===== config.mk =====
export PLATFORM = sky130hd
export DESIGN_NAME = spp_ctrl
export DESIGN_NICKNAME = d
export VERILOG_FILES = /design/src/design/spp_pkg.sv /design/src/design/spp_ctrl.sv
export SDC_FILE = /design/constraint.sdc
export NUM_CORES = 1
export LEC_CHECK = 0
export ABC_CLOCK_PERIOD_IN_PS = 1000
export BUFFER_PORTS_ARGS = -buffer_cell sky130_fd_sc_hd__buf_2
export CAP_MARGIN = 10
export CORE_AREA = 2 2 39 41
export DETAILED_ROUTE_END_ITERATION = 7
export DIE_AREA = 0 0 41 43
export GPL_ROUTABILITY_DRIVEN = 0
export PLACE_DENSITY = 0.42
export SLEW_MARGIN = 20
export SYNTH_ARGS = -nofsm -noshare
export SYNTH_HDL_FRONTEND = slang
export SYNTH_SLANG_ARGS = --single-unit

===== constraint.sdc =====
create_clock -name clk -period 1 [get_ports clk]
set_clock_uncertainty 0.05 [all_clocks]
set_input_delay 0.2 -clock clk [delete_from_list [all_inputs] [get_ports clk]]
set_output_delay 0.2 -clock clk [all_outputs]
set_load 0.01 [all_outputs]

===== src/design/spp_pkg.sv =====
package spp_pkg;

  localparam int FLOW_ID_W = 6;
  localparam int WGT_W     = 16;
  localparam int PID_W     = 16;
  localparam int RANK_W    = 32;
  localparam int WIN_W     = 31;
  localparam int ST_W      = 3;
  localparam int QIDX_W    = 3;
  localparam int BOUND_W   = 33;

  localparam logic [WIN_W-1:0] WINDOW_RESET = WIN_W'(1024);

  typedef enum logic {
    OP_ENQ = 1'b0,
    OP_DEQ = 1'b1
  } op_t;

  typedef enum logic [ST_W-1:0] {
    ST_ENQUEUED  = 3'd0,
    ST_DROP_FAR  = 3'd1,
    ST_DROP_FULL = 3'd2,
    ST_DEQUEUED  = 3'd3,
    ST_EMPTY     = 3'd4
  } status_t;

  typedef enum logic [2:0] {
    S_CLEAR,
    S_IDLE,
    S_LOOK,
    S_ENQ,
    S_DEQ,
    S_DEQ_OUT
  } state_t;

  typedef struct packed {
    logic clr_step;
    logic capture;
    logic look;
    logic enq_commit;
    logic deq_pop;
    logic deq_commit;
  } ctrl_cmd_t;

  typedef struct packed {
    logic clr_done;
    logic out_free;
  } ctrl_stat_t;

endpackage


===== src/design/spp_ctrl.sv =====
module spp_ctrl (
  input  logic                   clk,
  input  logic                   rst_n,
  input  logic                   in_valid,
  input  logic                   in_op,
  output logic                   in_ready,
  output spp_pkg::ctrl_cmd_t     cmd,
  input  spp_pkg::ctrl_stat_t    stat
);
  import spp_pkg::*;

  state_t state_r, state_nxt;

  // state register
  always_ff @(posedge clk) begin
    if (!rst_n) begin
      state_r <= S_CLEAR;
    end else begin
      state_r <= state_nxt;
    end
  end

  // next state
  always_comb begin
    state_nxt = state_r;
    case (state_r)
      S_CLEAR: begin
        if (stat.clr_done) state_nxt = S_IDLE;
      end
      S_IDLE: begin
        if (in_valid) state_nxt = (in_op == OP_DEQ) ? S_DEQ : S_LOOK;
      end
      S_LOOK: begin
        state_nxt = S_ENQ;
      end
      S_ENQ: begin
        if (stat.out_free) state_nxt = S_IDLE;
      end
      S_DEQ: begin
        state_nxt = S_DEQ_OUT;
      end
      S_DEQ_OUT: begin
        if (stat.out_free) state_nxt = S_IDLE;
      end
      default: begin
        state_nxt = S_CLEAR;
      end
    endcase
  end

  // commands
  always_comb begin
    cmd      = '0;
    in_ready = 1'b0;
    case (state_r)
      S_CLEAR: begin
        cmd.clr_step = 1'b1;
      end
      S_IDLE: begin
        in_ready    = 1'b1;
        cmd.capture = in_valid;
      end
      S_LOOK: begin
        cmd.look = 1'b1;
      end
      S_ENQ: begin
        cmd.enq_commit = stat.out_free;
      end
      S_DEQ: begin
        cmd.deq_pop = 1'b1;
      end
      S_DEQ_OUT: begin
        cmd.deq_commit = stat.out_free;
      end
      default: begin
        cmd = '0;
      end
    endcase
  end

endmodule


### Word-level counts from Yosys, hierarchy flattened

Index checks and enable logic that the tools add are counted.

| word-level totals | value |
|---|---|
| register bits | 3 |
| bits of input ports | 6 |
| output and inout port bits | 7 |
| logic and storage cells | 24 |

| operators by class | value |
|---|---|
| eq/ne operators | 8 |
| mux-type cells | 12 |
| reduce and logical (&&, ||, !) cells | 3 |

Operators by type and width:

| kind | number |
|---|---|
| case mux 3 bit (5 select lines) | 1 |
| two-way mux 3 bit | 4 |
| two-way mux 1 bit | 7 |
| == test 3 x 2 -> 1 bit (second input constant) | 2 |
| == test 3 bit (second input constant) | 2 |
| != test 2 bit (second input constant) | 2 |
| == test 3 x 1 -> 1 bit (second input constant) | 1 |
| logical NOT 3 bit | 1 |
| AND reduction 3 bit | 1 |
| != test 2 x 1 -> 1 bit (second input constant) | 1 |
| OR reduction 2 bit | 1 |

### Longest topological paths before layout

| logic depth | value |
|---|---|
| depth in word-level cells | 4 |
| depth in mapped cells | 3 |
| depth with buffers taken out | 2 |

### Least setup slack after synthesis

Ideal clock, no wire load.

| timing path | value |
|---|---|
| path type | register -> output |
| start | reg state_r[2] |
| end | out cmd[2] (netlist bit) |
| arrival | 832 ps |
| data required time | 750 ps |
| path slack | -82 ps |
| stages on the path, launching flop included | 4 |
| path buffers | 1 |
| path through | dfxtp_1 buf_2 or2b_1 nor2_1 |

RTL lines:

| element | RTL line | RTL |
|---|---|---|
| start: declaration | spp_ctrl.sv:12 | `state_t state_r, state_nxt;` |
| start signal: assignment | spp_ctrl.sv:19 | `state_r <= state_nxt;` |
| end: declaration | spp_ctrl.sv:7 | `output spp_pkg::ctrl_cmd_t cmd,` |

### Final worst setup path

| timing path | value |
|---|---|
| start | reg state_r[1] |
| end | out in_ready |

| between the ends | value |
|---|---|
| longest elaborated chain between the ends | 2 |

RTL lines:

| element | RTL line | RTL |
|---|---|---|
| == test 3 x 1 -> 1 bit | spp_ctrl.sv:55 | `case (state_r)` |
| two-way mux 1 bit | spp_ctrl.sv:55 |  |
| end: declaration | spp_ctrl.sv:6 | `output logic in_ready,` |

Every way passes these cells.

==> key figures <==
Outcome
  – Outcome: complete, but fails checks
  – Violated checks: negative setup slack

Setup path
  – CP endpoint kind: output pin
  – CP Data Required Time: around 0.75 ns
  – Setup Crit Path Kind: reg2out
  – Peak fanout along the critical path: 4
  – Type of origin of the critical path: register
  – WP data arrival: around 1.1 ns

Routing
  – Drt wl/cell: approximately 11 um
  – DRC Markers: 0
  – Final WL: 709 um
  – Vias: between 200 and 300
  – Vias per cell: roughly 4.2
  – Initial DRC count: 1
  – TritonRoute pass-1 iters: 2
  – Antenna Nets Post-Route: 0

STA
  – Count of final setup violators: 10
  – Worst slew pin tran: around 0.22 ns
  – Crit share post-route: 130%
  – Unrepaired setup endpoints after global routing: yes
  – Final worst slack: -0.304 ns
  – F_max: 0.767 GHz
  – Worst rel slew slack: between 80% and 90%
  – Final hold violations: 0
  – Setup_tns: -2.15 ns
  – Minimum clock period after layout: around 1.3 ns
  – Final Max Tran Viols: 0

Synth
  – Mapped Nets: 35
  – Register area share after synthesis: roughly a quarter
  – Number of synthesized register bits: 3
  – Syn Area/Cell: about 8 um2
  – Yosys cell types: 20
  – Main flop type after synthesis: dfxtp_1
  – Post-synth ARST share: 0%
  – Commonest cells post-synth: nor2_1, dfxtp_1
  – Top-area cell type share of the netlist area: about a quarter
  – Post-synth top area cell: dfxtp_1
  – Top-count cell post-synth: nor2_1
  – Post-synth EDFFs: 0
  – Synth top area cells: dfxtp_1, a21boi_0, nor2_1
  – Mapped Cells: 29
  – Warnings, synthesis: 0
  – Synth Cell Area: between 200 and 250 um2

Floorplan
  – Row cnt: 14
  – Core area: roughly 1400 um2
  – Initial Util: 16.7%
  – DIE WIDTH: approximately 40 um
  – Die Span Y: approximately 43 um
  – Io pins: 13
  – Die area: approximately 1800 um2

Finish
  – Area growth, synth to finish: 75.7%
  – Biggest register: state_r
  – Final Util: approximately 29%
  – Fillers: 155
  – Share of cells above drive strength 1: 62.0%
  – Top Registers: state_r: 3 flops
  – Final #Nets: 57
  – N_diodes: 0
  – Max FFs per register: 3

Power and ir drop
  – Power Density: roughly 1200 nW/um2
  – Power Total: around 480 uW
  – Combinational share of power: 26.7%
  – Clock power share: between 40% and 50%
  – Leakage: 0.000204 uW
  – Switching Share: a little over a quarter
  – Sw power: ~130 uW
  – Seq pwr share: 28.7%
  – Worst IR Drop VDD: 477 uV
  – Internal power: approximately 350 uW

Clock tree
  – H-tree depth: 1
  – Clk Latency, worst-skew pair: between 0.2 and 0.25 ns
  – CTS Buf Count: 3
  – CTS root buf: clkbuf_4
  – Buffer depth of the longest clock path: 2
  – CTS tree: yes
  – Hold Buf Count CTS: 0
  – Clock transition at the registers of the reported paths: about 0.04 ns
  – Clock sink total: 3

Place
  – DP Worst Slack: -0.147 ns
  – Hpwl dp: roughly 430 um
  – Port bufs: 12

GRT
  – Vias in the first global route: approximately 250
  – First-pass GRT wire length: roughly 1.0 mm
  – GRT Total Usage: 9.33%
  – Largest net degree at the start of global routing: 9
  – Antenna violations before repair: 0
  – Global route overflow: 0

Min path
  – Hold crit path type: in2reg

Job
  – Max-Cap Viols: 0
-- logic make-up (layout without fill, tap and decap cells) --
group	count (synthesis)	after routing	synth area share (%)
AND/OR/NAND/NOR	16	16	40.0
AO/OA/AOI/OAI	6	6	22.2
buffers and inverters	4	25	11.9
flip-flops	3	3	25.9
-- timing repair --
action,in CTS,in global routing
endpoints found under the setup margin,9,10
setup buffers,4,1
resized for setup,7,2
endpoints found under the hold margin,0,0
pin swaps,5,1
-- cell usage in the layout, fill, tap and decap left out, drive strengths merged, types with 2 or more instances in the layout --
master   n
a21boi   2
nand2    2
clkbuf   4
nor3     2
nor2     4
buf     20
nand2b   2
dfxtp    3
-- power groups by stage --
stage               sequential, uW  clock (uW)  combinational [uW]
floorplan                      133           0                71.5
global placement               145           0                93.8
detailed placement             146           0                93.4
CTS                            139         223                 122
global route                   139         239                 140
finish                         137         214                 128
-- area by class of cell --
| type | instances | area, um2 | area share [%] |
|---|---|---|---|
| repair buffers | 20 | 128 | 31.4 |
| inverters | 1 | 3.75 | 0.923 |
| multi-input cells | 22 | 158 | 38.8 |
| clock buffers | 4 | 26.3 | 6.46 |
| well taps | 16 | 20.0 | 4.92 |
| flip-flops and latches | 3 | 71.3 | 17.5 |
-- worst paths after layout --
check | start | endpoint | slack, ns | cells after the start
worst max-delay path | state_r[1]$_SDFFE_PN0P_ | in_ready | -0.30 | 3
worst min-delay path | rst_n | state_r[1]$_SDFFE_PN0P_ | 0.17 | 2
worst min register to register | state_r[2]$_SDFFE_PN0P_ | state_r[1]$_SDFFE_PN0P_ | 0.50 | 2
worst max register to register | state_r[1]$_SDFFE_PN0P_ | state_r[0]$_SDFFE_PN0P_ | -0.15 | 3
-- worst max-delay path, stage by stage (launching register included) --
cell and delay, ns:
dfxtp_4 0.34, buf_4 0.13, nor3b_1 0.19, buf_2 0.16
-- routing by layer --
metal  vias to the layer above  GRT usage (%)  part of all wire [%]
met5                         -              0                     0
li1                        143              -                     -
met3                         0           5.24                    13
met2                        15           13.1                    46
met4                         0           6.00                     0
met1                       118           10.3                    42
-- through the flow --
step	cells	area (um2)	hold WS (ns)
5_1_grt	66	407	0.166
2_1_floorplan	29	244	0.276
3_3_place_gp	57	317	0.413
3_5_place_dp	57	317	0.410
6_report	66	407	0.169
4_1_cts	65	392	0.161
Power figures use the tool's default switching activity.
